**src/rtl/core/i2crt_pkg.sv**
```systemverilog
// Shared types and codes for the I2C register transaction sequencer.
// Used by i2crt_step and i2c_register_transaction_fsm_top; no dependencies.
package i2crt_pkg;

   // Controller events
   typedef enum logic [2:0] {
      CMD_START     = 3'd0,
      CMD_ACK       = 3'd1,
      CMD_NACK      = 3'd2,
      CMD_BYTE      = 3'd3,
      CMD_STOP_DONE = 3'd4
   } cmd_type;

   // Commands to the bus controller
   typedef enum logic [2:0] {
      BUS_NONE  = 3'd0,
      BUS_START = 3'd1,
      BUS_STOP  = 3'd2,
      BUS_ACK   = 3'd3,
      BUS_NACK  = 3'd4
   } bus_op_type;

   // Transaction phase, one-hot
   typedef enum logic [5:0] {
      PH_START     = 6'b000001,
      PH_READ_CMD  = 6'b000010,
      PH_WRITE_CMD = 6'b000100,
      PH_WAIT_READ = 6'b001000,
      PH_DATA      = 6'b010000,
      PH_STOP      = 6'b100000
   } phase_type;

   // Configuration register indexes
   localparam logic [2:0] CSR_TARGET_ADDRESS  = 3'd0;
   localparam logic [2:0] CSR_REGISTER_INDEX  = 3'd1;
   localparam logic [2:0] CSR_READ_NOT_WRITE  = 3'd2;
   localparam logic [2:0] CSR_BYTE_COUNT      = 3'd3;
   localparam logic [2:0] CSR_WRITE_WORD      = 3'd4;
   localparam logic [2:0] CSR_MSB_FIRST_ORDER = 3'd5;

   typedef struct packed {
      logic [6:0]  target_address;
      logic [7:0]  register_index;
      logic        read_not_write;
      logic [1:0]  byte_count;
      logic [15:0] write_word;
      logic        msb_first_order;
   } cfg_type;

   typedef struct packed {
      phase_type   phase;
      logic        first_byte_sent;
      logic [1:0]  bytes_left;
      logic [15:0] read_accum;
      logic        busy;
   } state_type;

   typedef struct packed {
      bus_op_type  bus_op;
      logic        tx_valid;
      logic [7:0]  tx_byte;
      logic [15:0] read_word;
      logic        busy_res;
      logic        done_res;
      logic        fault;
      logic        last;
   } result_type;

endpackage

```
**src/rtl/core/i2crt_step.sv**
```systemverilog
// One event step of the I2C register transaction sequencer: next state and first result.
// Pure combinational; depends on i2crt_pkg.
module i2crt_step (
   input  i2crt_pkg::cfg_type    cfg,
   input  i2crt_pkg::state_type  cur,
   input  i2crt_pkg::cmd_type    cmd,
   input  logic [7:0]            rx_byte,
   output i2crt_pkg::state_type  nxt,
   output i2crt_pkg::result_type res,
   output logic                  stop_follows
);

   logic              ok;
   i2crt_pkg::bus_op_type op;
   logic              txv;
   logic [7:0]        txb;
   logic              done;
   logic [7:0]        addr_w;
   logic [7:0]        addr_r;

   assign addr_w = {cfg.target_address, 1'b0};
   assign addr_r = {cfg.target_address, 1'b1};

   always_comb begin
      nxt          = cur;
      ok           = 1'b0;
      op           = i2crt_pkg::BUS_NONE;
      txv          = 1'b0;
      txb          = 8'h00;
      done         = 1'b0;
      stop_follows = 1'b0;
      case (cmd)
         i2crt_pkg::CMD_START: begin
            if (!cur.busy) begin
               ok                  = 1'b1;
               nxt.busy            = 1'b1;
               nxt.phase           = i2crt_pkg::PH_START;
               nxt.first_byte_sent = 1'b0;
               nxt.read_accum      = 16'h0000;
               nxt.bytes_left      = cfg.byte_count[1] ? 2'd2 : 2'd1;
               op                  = i2crt_pkg::BUS_START;
               txv                 = 1'b1;
               txb                 = addr_w;
            end
         end
         i2crt_pkg::CMD_ACK: begin
            if (cur.busy) begin
               case (cur.phase)
                  i2crt_pkg::PH_START: begin
                     ok        = 1'b1;
                     nxt.phase = cfg.read_not_write ? i2crt_pkg::PH_READ_CMD
                                                    : i2crt_pkg::PH_WRITE_CMD;
                     txv       = 1'b1;
                     txb       = cfg.register_index;
                  end
                  i2crt_pkg::PH_READ_CMD: begin
                     ok        = 1'b1;
                     nxt.phase = i2crt_pkg::PH_WAIT_READ;
                     op        = i2crt_pkg::BUS_START;
                     txv       = 1'b1;
                     txb       = addr_r;
                  end
                  i2crt_pkg::PH_WRITE_CMD: begin
                     ok  = 1'b1;
                     txv = 1'b1;
                     if (cur.bytes_left == 2'd2 && !cur.first_byte_sent) begin
                        nxt.first_byte_sent = 1'b1;
                        txb                 = cfg.write_word[7:0];
                     end else if (cur.bytes_left == 2'd2) begin
                        nxt.phase = i2crt_pkg::PH_DATA;
                        txb       = cfg.write_word[15:8];
                     end else begin
                        nxt.phase = i2crt_pkg::PH_DATA;
                        txb       = cfg.write_word[7:0];
                     end
                  end
                  i2crt_pkg::PH_WAIT_READ: begin
                     ok        = 1'b1;
                     nxt.phase = i2crt_pkg::PH_DATA;
                  end
                  i2crt_pkg::PH_DATA: begin
                     if (!cfg.read_not_write) begin
                        ok        = 1'b1;
                        nxt.phase = i2crt_pkg::PH_STOP;
                        op        = i2crt_pkg::BUS_STOP;
                     end
                  end
                  default: ;
               endcase
            end
         end
         i2crt_pkg::CMD_NACK: begin
            // Re-send address+R on every NACK while waiting for the read
            if (cur.busy && cur.phase == i2crt_pkg::PH_WAIT_READ) begin
               ok  = 1'b1;
               op  = i2crt_pkg::BUS_START;
               txv = 1'b1;
               txb = addr_r;
            end
         end
         i2crt_pkg::CMD_BYTE: begin
            if (cur.busy && cur.phase == i2crt_pkg::PH_DATA && cfg.read_not_write
                && cur.bytes_left != 2'd0) begin
               ok = 1'b1;
               if (cur.bytes_left == 2'd2) begin
                  nxt.bytes_left = 2'd1;
                  nxt.read_accum = cfg.msb_first_order ? {rx_byte, 8'h00}
                                                       : {8'h00, rx_byte};
                  op             = i2crt_pkg::BUS_ACK;
               end else begin
                  nxt.bytes_left = 2'd0;
                  // Second byte lands opposite the first; a single byte lands low
                  if (cfg.byte_count[1] && !cfg.msb_first_order) begin
                     nxt.read_accum = cur.read_accum | {rx_byte, 8'h00};
                  end else begin
                     nxt.read_accum = cur.read_accum | {8'h00, rx_byte};
                  end
                  nxt.phase    = i2crt_pkg::PH_STOP;
                  op           = i2crt_pkg::BUS_NACK;
                  stop_follows = 1'b1;
               end
            end
         end
         i2crt_pkg::CMD_STOP_DONE: begin
            if (cur.busy && cur.phase == i2crt_pkg::PH_STOP) begin
               ok        = 1'b1;
               nxt.phase = i2crt_pkg::PH_START;
               nxt.busy  = 1'b0;
               done      = 1'b1;
            end
         end
         default: ;
      endcase

      // A faulting event leaves the state untouched
      if (!ok) begin
         nxt = cur;
      end

      res.bus_op    = op;
      res.tx_valid  = txv;
      res.tx_byte   = txb;
      res.read_word = nxt.read_accum;
      res.busy_res  = nxt.busy;
      res.done_res  = done;
      res.fault     = !ok;
      res.last      = !stop_follows;
   end

endmodule

```
**src/rtl/core/i2c_register_transaction_fsm_top.sv**
```systemverilog
// Top level of the I2C master register transaction sequencer.
// Holds configuration, transaction state and the result register; uses i2crt_pkg, i2crt_step.
//
// Channel  Direction  Handshake               Payload
// req      in         req_tvalid/req_tready   req_tdata: cmd, rx_byte
// rsp      out        rsp_tvalid/rsp_tready   rsp_tdata: controller command and status;
//                                             rsp_tlast: final item of the event
// csr      in         csr_valid/csr_ready     csr_index, csr_data
//
// Each event is evaluated in the cycle it is accepted and its first result item lands in
// the result register at that edge; one event per cycle is taken while rsp keeps up.
// A byte-received event that ends a read gives two items (NACK, then STOP): the STOP item
// follows from the same register once the NACK item is taken, and req stalls until then.
// req_tready stays high while the result register is empty or is being emptied with no
// STOP item still owed. Synchronous active-high reset clears state and the valid flags and
// sets configuration to its defaults; the csr port is always ready.
module i2c_register_transaction_fsm_top (
   input  logic        clock,
   input  logic        reset,
   input  logic        req_tvalid,
   output logic        req_tready,
   input  logic [15:0] req_tdata,   // [2:0] cmd, [10:3] rx_byte, [15:11] zero
   output logic        rsp_tvalid,
   input  logic        rsp_tready,
   output logic [31:0] rsp_tdata,   // [2:0] bus_op, [3] tx_valid, [11:4] tx_byte,
                                    // [27:12] read_word, [28] busy_res, [29] done_res,
                                    // [30] fault, [31] zero
   output logic        rsp_tlast,   // last item of this event
   input  logic        csr_valid,
   output logic        csr_ready,
   input  logic [2:0]  csr_index,
   input  logic [15:0] csr_data
);

   i2crt_pkg::cfg_type    cfg_ff;
   i2crt_pkg::cfg_type    cfg_in;
   i2crt_pkg::state_type  state_ff;
   i2crt_pkg::state_type  state_in;
   i2crt_pkg::state_type  step_state;
   i2crt_pkg::result_type step_res;
   logic                  step_stop;
   i2crt_pkg::result_type out_ff;
   i2crt_pkg::result_type out_in;
   logic                  rsp_valid_ff;
   logic                  rsp_valid_in;
   logic                  stop_owed_ff;
   logic                  stop_owed_in;
   logic                  req_take;
   logic                  rsp_take;

   assign csr_ready = 1'b1;

   // Configuration writes; unknown indexes are dropped
   always_comb begin
      cfg_in = cfg_ff;
      if (csr_valid) begin
         case (csr_index)
            i2crt_pkg::CSR_TARGET_ADDRESS:  cfg_in.target_address  = csr_data[6:0];
            i2crt_pkg::CSR_REGISTER_INDEX:  cfg_in.register_index  = csr_data[7:0];
            i2crt_pkg::CSR_READ_NOT_WRITE:  cfg_in.read_not_write  = csr_data[0];
            i2crt_pkg::CSR_BYTE_COUNT:      cfg_in.byte_count      = csr_data[1:0];
            i2crt_pkg::CSR_WRITE_WORD:      cfg_in.write_word      = csr_data;
            i2crt_pkg::CSR_MSB_FIRST_ORDER: cfg_in.msb_first_order = csr_data[0];
            default: ;
         endcase
      end
   end

   // Event evaluation
   i2crt_step u_step (
      .cfg          (cfg_ff),
      .cur          (state_ff),
      .cmd          (i2crt_pkg::cmd_type'(req_tdata[2:0])),
      .rx_byte      (req_tdata[10:3]),
      .nxt          (step_state),
      .res          (step_res),
      .stop_follows (step_stop)
   );

   assign rsp_take   = rsp_valid_ff && rsp_tready;
   assign req_tready = !rsp_valid_ff || (rsp_tready && !stop_owed_ff);
   assign req_take   = req_tvalid && req_tready;

   always_comb begin
      state_in     = req_take ? step_state : state_ff;
      out_in       = out_ff;
      rsp_valid_in = rsp_valid_ff;
      stop_owed_in = stop_owed_ff;
      if (req_take) begin
         // Load the new event's first item
         out_in       = step_res;
         rsp_valid_in = 1'b1;
         stop_owed_in = step_stop;
      end else if (rsp_take) begin
         if (stop_owed_ff) begin
            // Turn the NACK item into the trailing STOP item
            out_in.bus_op = i2crt_pkg::BUS_STOP;
            out_in.last   = 1'b1;
            stop_owed_in  = 1'b0;
         end else begin
            rsp_valid_in = 1'b0;
         end
      end
   end

   always_ff @(posedge clock) begin
      if (reset) begin
         cfg_ff.target_address  <= 7'd0;
         cfg_ff.register_index  <= 8'd0;
         cfg_ff.read_not_write  <= 1'b0;
         cfg_ff.byte_count      <= 2'd1;
         cfg_ff.write_word      <= 16'd0;
         cfg_ff.msb_first_order <= 1'b1;
         state_ff.phase           <= i2crt_pkg::PH_START;
         state_ff.first_byte_sent <= 1'b0;
         state_ff.bytes_left      <= 2'd0;
         state_ff.read_accum      <= 16'd0;
         state_ff.busy            <= 1'b0;
         rsp_valid_ff <= 1'b0;
         stop_owed_ff <= 1'b0;
      end else begin
         cfg_ff       <= cfg_in;
         state_ff     <= state_in;
         rsp_valid_ff <= rsp_valid_in;
         stop_owed_ff <= stop_owed_in;
      end
   end

   // Result payload, no reset
   always_ff @(posedge clock) begin
      out_ff <= out_in;
   end

   assign rsp_tvalid = rsp_valid_ff;
   assign rsp_tlast  = out_ff.last;
   assign rsp_tdata  = {1'b0, out_ff.fault, out_ff.done_res, out_ff.busy_res,
                        out_ff.read_word, out_ff.tx_byte, out_ff.tx_valid, out_ff.bus_op};

endmodule
```
**config.mk**
```make
export PLATFORM = sky130hd
export DESIGN_NAME = i2c_register_transaction_fsm_top
export DESIGN_NICKNAME = d
export VERILOG_FILES = /design/src/rtl/core/i2crt_pkg.sv /design/src/rtl/core/i2crt_step.sv /design/src/rtl/core/i2c_register_transaction_fsm_top.sv
export SDC_FILE = /design/constraint.sdc
export NUM_CORES = 1
export LEC_CHECK = 0
export ABC_AREA = 1
export BUFFER_PORTS_ARGS = -buffer_cell sky130_fd_sc_hd__buf_2
export CAP_MARGIN = 0
export CORE_ASPECT_RATIO = 1.1
export CORE_MARGIN = 1
export CORE_UTILIZATION = 40
export CTS_BUF_LIST = sky130_fd_sc_hd__clkbuf_16
export DETAILED_ROUTE_END_ITERATION = 12
export SYNTH_ARGS = -nofsm -noshare
export SYNTH_HDL_FRONTEND = slang
export SYNTH_SLANG_ARGS = --single-unit
```
**constraint.sdc**
```tcl
create_clock -name clock -period 4.1 [get_ports clock]
set_clock_uncertainty 0.15 [all_clocks]
set_input_delay 0 -clock clock [delete_from_list [all_inputs] [get_ports clock]]
set_output_delay 0 -clock clock [all_outputs]
set_load 0.01 [all_outputs]
```
# --- After elaboration in Yosys (flattened, before gate mapping) ---
# Index checks and enable logic that the tools add are counted.
classes:
  muxes: 62
  n_eq_ne: 27
  bitwise: 2
  reduce_logical: 38
op_table:
  columns: ["op", "count"]
  rows:
  - ["$pmux W8 S3", 2]
  - ["$mux W8", 5]
  - ["$pmux W18 S2", 1]
  - ["$mux W17", 2]
  - ["$mux W16", 2]
  - ["$mux W6", 5]
  - ["$pmux W6 S5", 1]
  - ["$mux W26", 1]
  - ["$mux W1", 24]
  - ["$pmux W6 S4", 1]
  - ["$mux W3", 7]
  - ["$mux W18", 1]
  - ["$or A16 B16 Y16", 1]
  - ["$or A16 B8 Y16", 1]
  - ["$reduce_and A2 Y1", 8]
  - ["$eq A3 B2 Y1 const B", 4]
  - ["$pmux W3 S4", 1]
  - ["$reduce_and A11 Y1", 1]
  - ["$logic_and A1 B1 Y1", 10]
  - ["$reduce_bool A2 Y1", 5]
  - ["$eq A3 B3 Y1 const B", 3]
  - ["$ne A2 B1 Y1 const B", 4]
  - ["$ne A2 B2 Y1 const B", 4]
  - ["$mux W7", 1]
  - ["23 further kinds", 34]
word_totals:
  elab_cells: 150
  out_inout_bits: 36
  reg_bits: 95
  input_bits: 40

# --- Longest topological paths before layout ---
# Gate-level depths: netlist of the first run.
depth:
  depth_word: 8
  ltp_mapped: 12

# --- Modules after synthesis ---
# Synthesis of the first run repeated with hierarchy kept, for this count alone.
hier_totals:
  cells_unflattened: 796
  area_unflattened_um2: 5602.9
modules_own_cells:
  columns: ["mod", "seq_area_each_um2", "area_per_inst_um2", "cells_each", "instances"]
  rows:
  - ["i2c_register_transaction_fsm_top", 2222.1, 3687.3, 411, 1]
  - ["i2crt_step", 0.0, 1915.6, 385, 1]

# --- Least setup slack after synthesis of the first run ---
# No wires, ideal clock.
synth_timing:
  path_kind: "register to register"
  startpoint: "reg state_ff[20] (netlist bit)"
  endpoint: "reg out_ff (netlist bit rsp_tdata[21]), data pin"
  synth_period_minus_slack_ns: 1.648
  path_stages_with_launch: 10
  n_path_buf: 1
  path_slack_ns: 2.452
  t_required_ns: 3.690
  setup_time_ns: 0.260
  t_arrival_ns: 1.238
  path_cell_list: "dfxtp_1 nor2_4 nand2_2 nor2_4 nand2_2 buf_6 nor2_8 nand2_1 nand3_1 nand3_1"
synth_rtl:
  columns: ["item", "line", "rtl"]
  rows:
  - ["start: declaration", "i2c_register_transaction_fsm_top.sv:37", "i2crt_pkg::state_type state_ff;"]
  - ["start signal: assignment", "i2c_register_transaction_fsm_top.sv:123", "state_ff <= state_in;"]
  - ["end signal: assignment", "i2c_register_transaction_fsm_top.sv:131", "out_ff <= out_in;"]
  - ["end: declaration", "i2c_register_transaction_fsm_top.sv:42", "i2crt_pkg::result_type out_ff;"]

# --- Final worst setup path of the first run ---
layout_timing:
  startpoint: "reg stop_owed_ff"
  endpoint: "reg stop_owed_ff"
layout_between:
  elab_chain_len: 5
  elab_cells_between_ends: 6
  classes_between: "mux: 1; reduce/logical: 5"
layout_lines:
  columns: ["item", "line", "rtl"]
  rows:
  - ["start: declaration", "i2c_register_transaction_fsm_top.sv:46", "logic stop_owed_ff;"]
  - ["start signal: assignment", "i2c_register_transaction_fsm_top.sv:125", "stop_owed_ff <= stop_owed_in;"]
  - ["$logic_not A1 Y1 *", "i2c_register_transaction_fsm_top.sv:81", "assign req_tready = !rsp_valid_ff || (rsp_tready && !stop_owed_ff);"]
  - ["$logic_and A1 B1 Y1 *", "i2c_register_transaction_fsm_top.sv:81", null]
  - ["$logic_or A1 B1 Y1 *", "i2c_register_transaction_fsm_top.sv:81", null]
  - ["$logic_and A1 B1 Y1 *", "i2c_register_transaction_fsm_top.sv:82", "assign req_take = req_tvalid && req_tready;"]
  - ["$mux W1 or $reduce_bool A2 Y1 (tied branches)", null, null]
# Mark *: on every way between the ends. The rest lies on a longest branch, timed or not.
# A chain may end at the register's enable or synchronous reset.

==> flow_results.xml, run 1 <==
<?xml version="1.0" encoding="UTF-8"?>
<metrics>
  <group name="sta">
    <metric name="setup_viol_count_final" unit="">0</metric>
    <metric name="max_freq" unit="MHz">329</metric>
    <metric name="hold_ws" unit="ns">0.00290</metric>
    <metric name="timing.final.crit_share" unit="%">74.1</metric>
    <metric name="layout_min_cycle_time" unit="ns">3.04</metric>
    <metric name="maxSlewViolCount" unit="">0</metric>
    <metric name="setup-tns-final" unit="ns">0</metric>
    <metric name="hold_viol" unit="">0</metric>
    <metric name="worst-slew-pin-transition" unit="ns">0.989</metric>
    <metric name="max_slew_margin" unit="%">34.0</metric>
    <metric name="rsz_0062_raised_after_global_routing" unit="">no</metric>
  </group>
  <group name="power_and_ir_drop">
    <metric name="powerDensity" unit="mW/mm2">359</metric>
    <metric name="power.leakage" unit="nW">2.79</metric>
    <metric name="vdd_ir_drop_max" unit="V">0.000237</metric>
    <metric name="report.power.total" unit="mW">2.17</metric>
  </group>
  <group name="logic_synthesis">
    <metric name="syn_inst" unit="">693</metric>
    <metric name="synth_top_area_share" unit="%">24.6</metric>
    <metric name="postSynth.asyncResetShare" unit="%">0</metric>
    <metric name="yosys_warnings" unit="">0</metric>
    <metric name="mean_cell_area_of_the_mapped_netlist" unit="um2">7.29</metric>
    <metric name="post_synth_main_area_contributors" unit="">sky130_fd_sc_hd__dfxtp_1 25%, sky130_fd_sc_hd__edfxtp_1 19%, sky130_fd_sc_hd__nand2_1 10%</metric>
    <metric name="synth.net_count" unit="">733</metric>
    <metric name="yosys.area.top_type" unit="">sky130_fd_sc_hd__dfxtp_1</metric>
    <metric name="ys_flop_type" unit="">sky130_fd_sc_hd__dfxtp_1</metric>
    <metric name="synth.distinct_cells" unit="">37</metric>
    <metric name="synth-edff-count" unit="">32</metric>
    <metric name="yosys_register_bits" unit="">94</metric>
    <metric name="synth_area" unit="mm2">0.00505</metric>
    <metric name="synth.yosys.seq_area_share" unit="%">43.6</metric>
  </group>
  <group name="floorplan">
    <metric name="fp.dieArea" unit="mm2">0.0131</metric>
    <metric name="die_w" unit="um">109</metric>
    <metric name="core-area" unit="mm2">0.0122</metric>
    <metric name="initial_standard_cell_utilization_of_the_core" unit="%">41.5</metric>
    <metric name="ioPinCount" unit="">76</metric>
    <metric name="chipHeight" unit="um">120</metric>
    <metric name="std_cell_rows" unit="">42</metric>
  </group>
  <group name="detailed_routing">
    <metric name="postRouteWirelength" unit="um">12900</metric>
    <metric name="vias_per_cell" unit="">5.13</metric>
    <metric name="router_iterations_before_antenna_repair" unit="">5</metric>
    <metric name="detailedRoute.firstIterationViolations" unit="">292</metric>
    <metric name="route.detailed.wl_per_inst" unit="um">13.7</metric>
    <metric name="routed-via-count" unit="">4837</metric>
    <metric name="antenna_violating_nets_post_route" unit="">0</metric>
    <metric name="post-route-drc-count" unit="">0</metric>
  </group>
  <group name="clocking">
    <metric name="cts_sinks" unit="">94</metric>
    <metric name="clock_tree_from_tritoncts" unit="">yes</metric>
    <metric name="max-clock-path-buffers" unit="">2</metric>
    <metric name="cts_made_buffers" unit="">9</metric>
    <metric name="clock_tree.htree_level_count" unit="">3</metric>
    <metric name="worst_skew_late_latency" unit="ns">0.35</metric>
    <metric name="postCtsResizedCells" unit="">0</metric>
    <metric name="clkTransAtPathRegs" unit="ns">0.06</metric>
    <metric name="clock-root-buffer" unit="">sky130_fd_sc_hd__clkbuf_16</metric>
  </group>
  <group name="global_route">
    <metric name="grt_use_total" unit="%">20.6</metric>
    <metric name="number_of_antenna_violations_at_the_first_check_in_global_routing" unit="">0</metric>
    <metric name="grt_pass1_wl" unit="um">21000</metric>
    <metric name="grt_start_max_net_pins" unit="">40</metric>
    <metric name="first_global_vias" unit="">4502</metric>
    <metric name="globalRouteOverflowTotal" unit="">0</metric>
  </group>
  <group name="placement">
    <metric name="finalWeightedCongestion" unit="">0.919</metric>
    <metric name="placement.io_buffers" unit="">68</metric>
    <metric name="place_inst" unit="">888</metric>
    <metric name="detailed_place.area" unit="mm2">0.00537</metric>
    <metric name="dp_hpwl" unit="um">9040</metric>
  </group>
  <group name="layout">
    <metric name="post_route_cells_drive_above_1_share" unit="%">13.6</metric>
    <metric name="design.final.nets" unit="">824</metric>
    <metric name="final_area" unit="mm2">0.00605</metric>
    <metric name="fillerInstances" unit="">1233</metric>
    <metric name="n_antenna_cell" unit="">0</metric>
    <metric name="finalNonFillerCells" unit="">943</metric>
    <metric name="syn2layout_area_growth" unit="%">19.8</metric>
  </group>
  <group name="worst_setup_path">
    <metric name="worstPathRequired" unit="ns">4.25</metric>
    <metric name="crit_path_start_kind" unit="">flop</metric>
    <metric name="crit_path_end_kind" unit="">flop</metric>
    <metric name="worst_ep_arrival_time" unit="ns">3.19</metric>
    <metric name="critical_path_peak_fanout" unit="">26</metric>
    <metric name="critPathKind" unit="">reg -&gt; reg</metric>
  </group>
  <group name="status">
    <metric name="outcome" unit="">completed</metric>
  </group>
  <group name="run">
    <metric name="maxCapViolations" unit="">0</metric>
  </group>
  <group name="hold_path">
    <metric name="hp-class" unit="">in -&gt; reg</metric>
  </group>
</metrics>
## worst paths after layout
check               startpoint            end  cells past startpoint  slack, ns
hold reg to reg     cfg_ff[23]     cfg_ff[23]                      2       0.31
hold / removal    req_tdata[8]  rsp_tdata[25]                      5      0.003
setup / recovery  stop_owed_ff   stop_owed_ff                      8       1.06
setup reg to reg  stop_owed_ff   stop_owed_ff                      8       1.06
## critical path, cell delays in order, from the launching register on
cell	delay, ns
sky130_fd_sc_hd__dfxtp_1	0.32
sky130_fd_sc_hd__inv_1	0.07
sky130_fd_sc_hd__nand2_1	0.10
sky130_fd_sc_hd__a21oi_4	0.63
sky130_fd_sc_hd__inv_1	0.58
sky130_fd_sc_hd__nor3_2	0.37
sky130_fd_sc_hd__inv_1	0.09
sky130_fd_sc_hd__a21oi_1	0.11
sky130_fd_sc_hd__dlygate4sd3_1	0.55
## flip-flops by register name, summed over array words and instances, names as in the netlist
name          cells
stop_owed_ff      1
state_ff         26
cfg_ff           34
rsp_tdata        31
rsp_tvalid        1
rsp_tlast         1
## cells in the mapped netlist, types with 2 or more instances
cell / count
sky130_fd_sc_hd__dfxtp_1: 62
sky130_fd_sc_hd__nand3_1: 61
sky130_fd_sc_hd__nand2_2: 4
sky130_fd_sc_hd__o22ai_1: 5
sky130_fd_sc_hd__nor2_4: 4
sky130_fd_sc_hd__nand3_2: 2
sky130_fd_sc_hd__clkbuf_1: 11
sky130_fd_sc_hd__a21oi_1: 53
sky130_fd_sc_hd__o21ai_0: 87
sky130_fd_sc_hd__nor2_2: 3
sky130_fd_sc_hd__o211ai_1: 4
sky130_fd_sc_hd__clkbuf_8: 3
sky130_fd_sc_hd__nand4_1: 18
sky130_fd_sc_hd__nor2_1: 78
sky130_fd_sc_hd__inv_2: 2
sky130_fd_sc_hd__inv_1: 92
sky130_fd_sc_hd__buf_4: 4
sky130_fd_sc_hd__buf_6: 9
sky130_fd_sc_hd__edfxtp_1: 32
sky130_fd_sc_hd__clkinv_1: 2
sky130_fd_sc_hd__nand2_1: 139
sky130_fd_sc_hd__o31ai_1: 2
sky130_fd_sc_hd__conb_1: 2
## layer usage
layer	up-vias	part of all wire, %	GRT usage [%]
li1	2476	-	-
met1	2231	44	24.6
met2	111	50	36.0
met3	19	3.7	4.24
met4	0	1.7	7.25
met5	-	0	0
## per-stage QoR
| step | util, % | setup slack, ns |
|---|---|---|
| after floorplan | - | 2.45 |
| after global placement | 44.1 | 1.51 |
| after detailed placement | 44.1 | 1.44 |
| after CTS | 49.6 | 1.03 |
| after global routing | 49.6 | 0.877 |
| final | 49.6 | 1.06 |
## what timing repair did
item                      in CTS  in global routing
hold endpoints to repair      56                  0
buffers inserted               0                  0
hold buffers                  39                  0
## placed cells by master (no fill, tap or decap), types with 2 or more instances in the layout
master / instances
sky130_fd_sc_hd__dlygate4sd3_1: 39
sky130_fd_sc_hd__buf_2: 68
sky130_fd_sc_hd__nand2_2: 4
sky130_fd_sc_hd__edfxtp_1: 32
sky130_fd_sc_hd__nand4_1: 18
sky130_fd_sc_hd__conb_1: 2
sky130_fd_sc_hd__nor2_2: 3
sky130_fd_sc_hd__inv_6: 2
sky130_fd_sc_hd__clkinv_1: 3
sky130_fd_sc_hd__nor2_1: 78
sky130_fd_sc_hd__nand3_2: 2
sky130_fd_sc_hd__o211ai_1: 4
sky130_fd_sc_hd__a21oi_1: 53
sky130_fd_sc_hd__nor2_4: 4
sky130_fd_sc_hd__o21ai_0: 87
sky130_fd_sc_hd__o22ai_1: 5
sky130_fd_sc_hd__inv_1: 92
sky130_fd_sc_hd__nand3_1: 61
sky130_fd_sc_hd__o31ai_1: 2
sky130_fd_sc_hd__nand2_1: 139
sky130_fd_sc_hd__inv_2: 3
sky130_fd_sc_hd__dfxtp_1: 62
sky130_fd_sc_hd__clkbuf_16: 10
## where the power goes
| part | total (mW) | switching, mW | internal (mW) |
|---|---|---|---|
| registers | 1.05 | 0.0326 | 1.02 |
| logic | 0.296 | 0.183 | 0.113 |
| clock network | 0.826 | 0.376 | 0.450 |
## final cells by class
type	instances	area [um2]	share of cell area, %
clock buffer	10	250	4.13
multi-input combinational	475	2270	37.5
clock inverter	6	40.0	0.662
inverter	96	360	5.95
timing repair buffer	108	738	12.2
tap	154	193	3.18
sequential	94	2200	36.4
## cell families (layout without fill, tap and decap cells)
family          Yosys count  count (layout)  share of synthesized area (%)
other cells               2               2                          0.149
compound gates          157             157                           16.5
flops                    94              94                           43.6
simple gates            316             316                           28.3
buf+inv                 124             220                           11.5
Note: power is estimated with default switching activity, not from simulation.
==> run 2, diff against run 1 <==
Clock period 4.1 ns to 2.6 ns, I/O delays scaled along.
==> run 2 against run 1 <==
Effect of this change: critical path type is now in -> reg; non-clock buffer count up 1; clock power up 66%; setup slack worse by 0.87 ns; highest routed layer unchanged; utilization up 0.20 points.
==> flow_results.xml, run 2 (synthesized netlist as in run 1, its figures left out) <==
<?xml version="1.0" encoding="UTF-8"?>
<metrics>
  <group name="status">
    <metric name="outcome" unit="">completed</metric>
  </group>
  <group name="layout">
    <metric name="largest_register_ff_count" unit="">34</metric>
    <metric name="post_route_cells_drive_above_1_share" unit="%">14.4</metric>
    <metric name="finalNonFillerCells" unit="">945</metric>
    <metric name="design.final.nets" unit="">826</metric>
    <metric name="syn2layout_area_growth" unit="%">20.2</metric>
    <metric name="n_antenna_cell" unit="">0</metric>
    <metric name="layout_commonest_cell" unit="">sky130_fd_sc_hd__nand2_1</metric>
    <metric name="register_containing_the_most_flip_flops_in_the_final_layout" unit="">cfg_ff</metric>
    <metric name="layout.cells.most_common_list" unit="">139 x sky130_fd_sc_hd__nand2_1, 91 x sky130_fd_sc_hd__inv_1, 87 x sky130_fd_sc_hd__o21ai_0, 78 x sky130_fd_sc_hd__nor2_1, 68 x sky130_fd_sc_hd__buf_2</metric>
  </group>
  <group name="global_route">
    <metric name="globalRouteOverflowTotal" unit="">0</metric>
    <metric name="groute.layer.met2.usage" unit="%">36.3</metric>
    <metric name="first_global_vias" unit="">4578</metric>
    <metric name="number_of_antenna_violations_at_the_first_check_in_global_routing" unit="">0</metric>
    <metric name="grt_start_max_net_pins" unit="">41</metric>
    <metric name="grtUsageMet3" unit="%">2.34</metric>
    <metric name="grt_pass1_wl" unit="um">21200</metric>
    <metric name="globalRoute.busiestLayer" unit="">met2</metric>
    <metric name="groute.layer.met1.usage" unit="%">25.2</metric>
    <metric name="grt_use_total" unit="%">20.7</metric>
  </group>
  <group name="clocking">
    <metric name="max-clock-path-buffers" unit="">2</metric>
    <metric name="clock-root-buffer" unit="">sky130_fd_sc_hd__clkbuf_16</metric>
    <metric name="cts_made_buffers" unit="">9</metric>
    <metric name="post_cts_buffers" unit="">0</metric>
    <metric name="worst_skew_late_latency" unit="ns">0.35</metric>
    <metric name="clkTransAtPathRegs" unit="ns">0.07</metric>
    <metric name="cts_sinks" unit="">94</metric>
    <metric name="clock_tree.htree_level_count" unit="">3</metric>
    <metric name="clock_tree_from_tritoncts" unit="">yes</metric>
  </group>
  <group name="power_and_ir_drop">
    <metric name="cellInternalPower" unit="mW">2.55</metric>
    <metric name="p_switching" unit="uW">953</metric>
    <metric name="comb_power_share" unit="%">13.7</metric>
    <metric name="power.leakage" unit="nW">2.80</metric>
    <metric name="power.switching_fraction" unit="%">27.2</metric>
    <metric name="vdd_ir_drop_max" unit="V">0.000462</metric>
    <metric name="pwr-share-clk" unit="%">39.2</metric>
    <metric name="powerDensity" unit="mW/mm2">576</metric>
    <metric name="seq_power_share" unit="%">47.1</metric>
  </group>
  <group name="sta">
    <metric name="setup_viol_count_final" unit="">0</metric>
    <metric name="rsz_0062_raised_after_global_routing" unit="">no</metric>
    <metric name="worst-slew-pin-transition" unit="ns">0.761</metric>
    <metric name="setup-tns-final" unit="ns">0</metric>
    <metric name="max_slew_margin" unit="%">49.2</metric>
    <metric name="layout_min_cycle_time" unit="ns">2.41</metric>
    <metric name="hold_viol" unit="">0</metric>
    <metric name="max_freq" unit="MHz">415</metric>
    <metric name="hold_ws" unit="ns">0.0177</metric>
    <metric name="maxSlewViolCount" unit="">0</metric>
    <metric name="timing.final.crit_share" unit="%">92.7</metric>
  </group>
  <group name="run">
    <metric name="maxCapViolations" unit="">0</metric>
  </group>
  <group name="floorplan">
    <metric name="initial_standard_cell_utilization_of_the_core" unit="%">41.5</metric>
    <metric name="fp.dieArea" unit="mm2">0.0131</metric>
    <metric name="std_cell_rows" unit="">42</metric>
    <metric name="ioPinCount" unit="">76</metric>
    <metric name="die_w" unit="um">109</metric>
    <metric name="core-area" unit="mm2">0.0122</metric>
    <metric name="chipHeight" unit="um">120</metric>
  </group>
  <group name="worst_setup_path">
    <metric name="worst_ep_arrival_time" unit="ns">2.50</metric>
    <metric name="critPathKind" unit="">in -&gt; reg</metric>
    <metric name="critical_path_peak_fanout" unit="">10</metric>
    <metric name="worstPathRequired" unit="ns">2.69</metric>
    <metric name="crit_path_cell_trace" unit="">dlygate4sd3_1 &gt; buf_2 &gt; inv_1 &gt; nor2_1 &gt; dlygate4sd3_1 &gt; inv_1 &gt; nor2_1 &gt; clkinv_1 &gt; o21ai_0 &gt; a21oi_1</metric>
    <metric name="worstReg2RegStart" unit="">state_ff[20]</metric>
    <metric name="crit_path_end_kind" unit="">flop</metric>
    <metric name="worst_path_slowest_cell" unit="">sky130_fd_sc_hd__dlygate4sd3_1</metric>
    <metric name="crit_path_start_kind" unit="">primary input</metric>
    <metric name="cp_slowest_stage_delay" unit="ns">0.55</metric>
    <metric name="cp-startpoint" unit="">csr_index[0]</metric>
  </group>
  <group name="placement">
    <metric name="finalWeightedCongestion" unit="">0.886</metric>
    <metric name="dp_hpwl" unit="um">8960</metric>
    <metric name="placement.io_buffers" unit="">68</metric>
    <metric name="place_inst" unit="">892</metric>
  </group>
  <group name="detailed_routing">
    <metric name="detailedRoute.firstIterationViolations" unit="">359</metric>
    <metric name="route.detailed.wl_per_inst" unit="um">13.9</metric>
    <metric name="vias_per_cell" unit="">5.18</metric>
    <metric name="antenna_violating_nets_post_route" unit="">0</metric>
    <metric name="router_iterations_before_antenna_repair" unit="">5</metric>
    <metric name="postRouteWirelength" unit="um">13100</metric>
    <metric name="post-route-drc-count" unit="">0</metric>
    <metric name="routed-via-count" unit="">4898</metric>
  </group>
  <group name="hold_path">
    <metric name="holdCritStartpoint" unit="">req_tdata[8]</metric>
    <metric name="hp-class" unit="">in -&gt; reg</metric>
  </group>
</metrics>
[run 2: changes by cell type in the layout (fill, tap and decap cells not counted), sizes merged]
cell	before	now
clkbuf	10	9
clkinvlp	0	2
inv	98	96
dlygate4sd3	39	36
buf	69	73
bufinv	0	1
clkinv	4	5
[run 2: area by class of cell]
type | instances | area, um2
timing repair buffer | 109 | 738
sequential | 94 | 2200
multi-input combinational | 475 | 2270
clock buffer | 9 | 225
clock inverter | 7 | 80.1
tap | 154 | 193
inverter | 96 | 364
timing repair inverter | 1 | 5.00
fill | 1198 | 6120
[run 2: what timing repair did]
action | 4_1_cts | 5_1_grt
hold buffers | 36 | 0
gates resized for setup | 0 | 1
hold endpoints to repair | 58 | 0
setup endpoints to repair | 0 | 1
[run 2: final timing paths]
kind / cells after the start / end / slack [ns]
setup reg to reg: 6 / rsp_tdata[30] / 0.42
setup / recovery: 10 / cfg_ff[23] / 0.19
hold reg to reg: 2 / cfg_ff[6] / 0.31
hold / removal: 7 / state_ff[14] / 0.02
[run 2: per-layer routing]
metal | vias to the layer above | part of all wire (%)
met4 | 0 | 2.4
met2 | 125 | 50
met5 | - | 0
li1 | 2460 | -
met1 | 2289 | 43
met3 | 24 | 4.3
[run 2: power groups by stage]
stage                     logic [mW]  clock network [mW]  registers [mW]
after floorplan                0.296                   0            1.69
after global placement         0.421                   0            1.68
after detailed placement       0.430                   0            1.68
after CTS                      0.474                1.39            1.65
after global routing           0.538                1.46            1.66
final                          0.479                1.37            1.65
[run 2: worst max-delay path, delay by kind of cell]
kind | cells | cell delay, ns
AND/OR/NAND/NOR | 2 | 0.48
buffers and inverters | 6 | 1.70
AO/OA/AOI/OAI | 2 | 0.31
[run 2: through the flow]
| stage | util (%) | setup slack (ns) | instance area, um2 | power, mW |
|---|---|---|---|---|
| finish | 49.8 | 0.190 | 6080 | 3.50 |
| global route | 49.8 | 0.0849 | 6080 | 3.66 |
| CTS | 49.8 | 0.190 | 6070 | 3.52 |
| detailed placement | 44.3 | 0.422 | 5400 | 2.11 |
| global placement | 44.3 | 0.454 | 5400 | 2.10 |
| floorplan | - | 0.952 | 5050 | 1.99 |
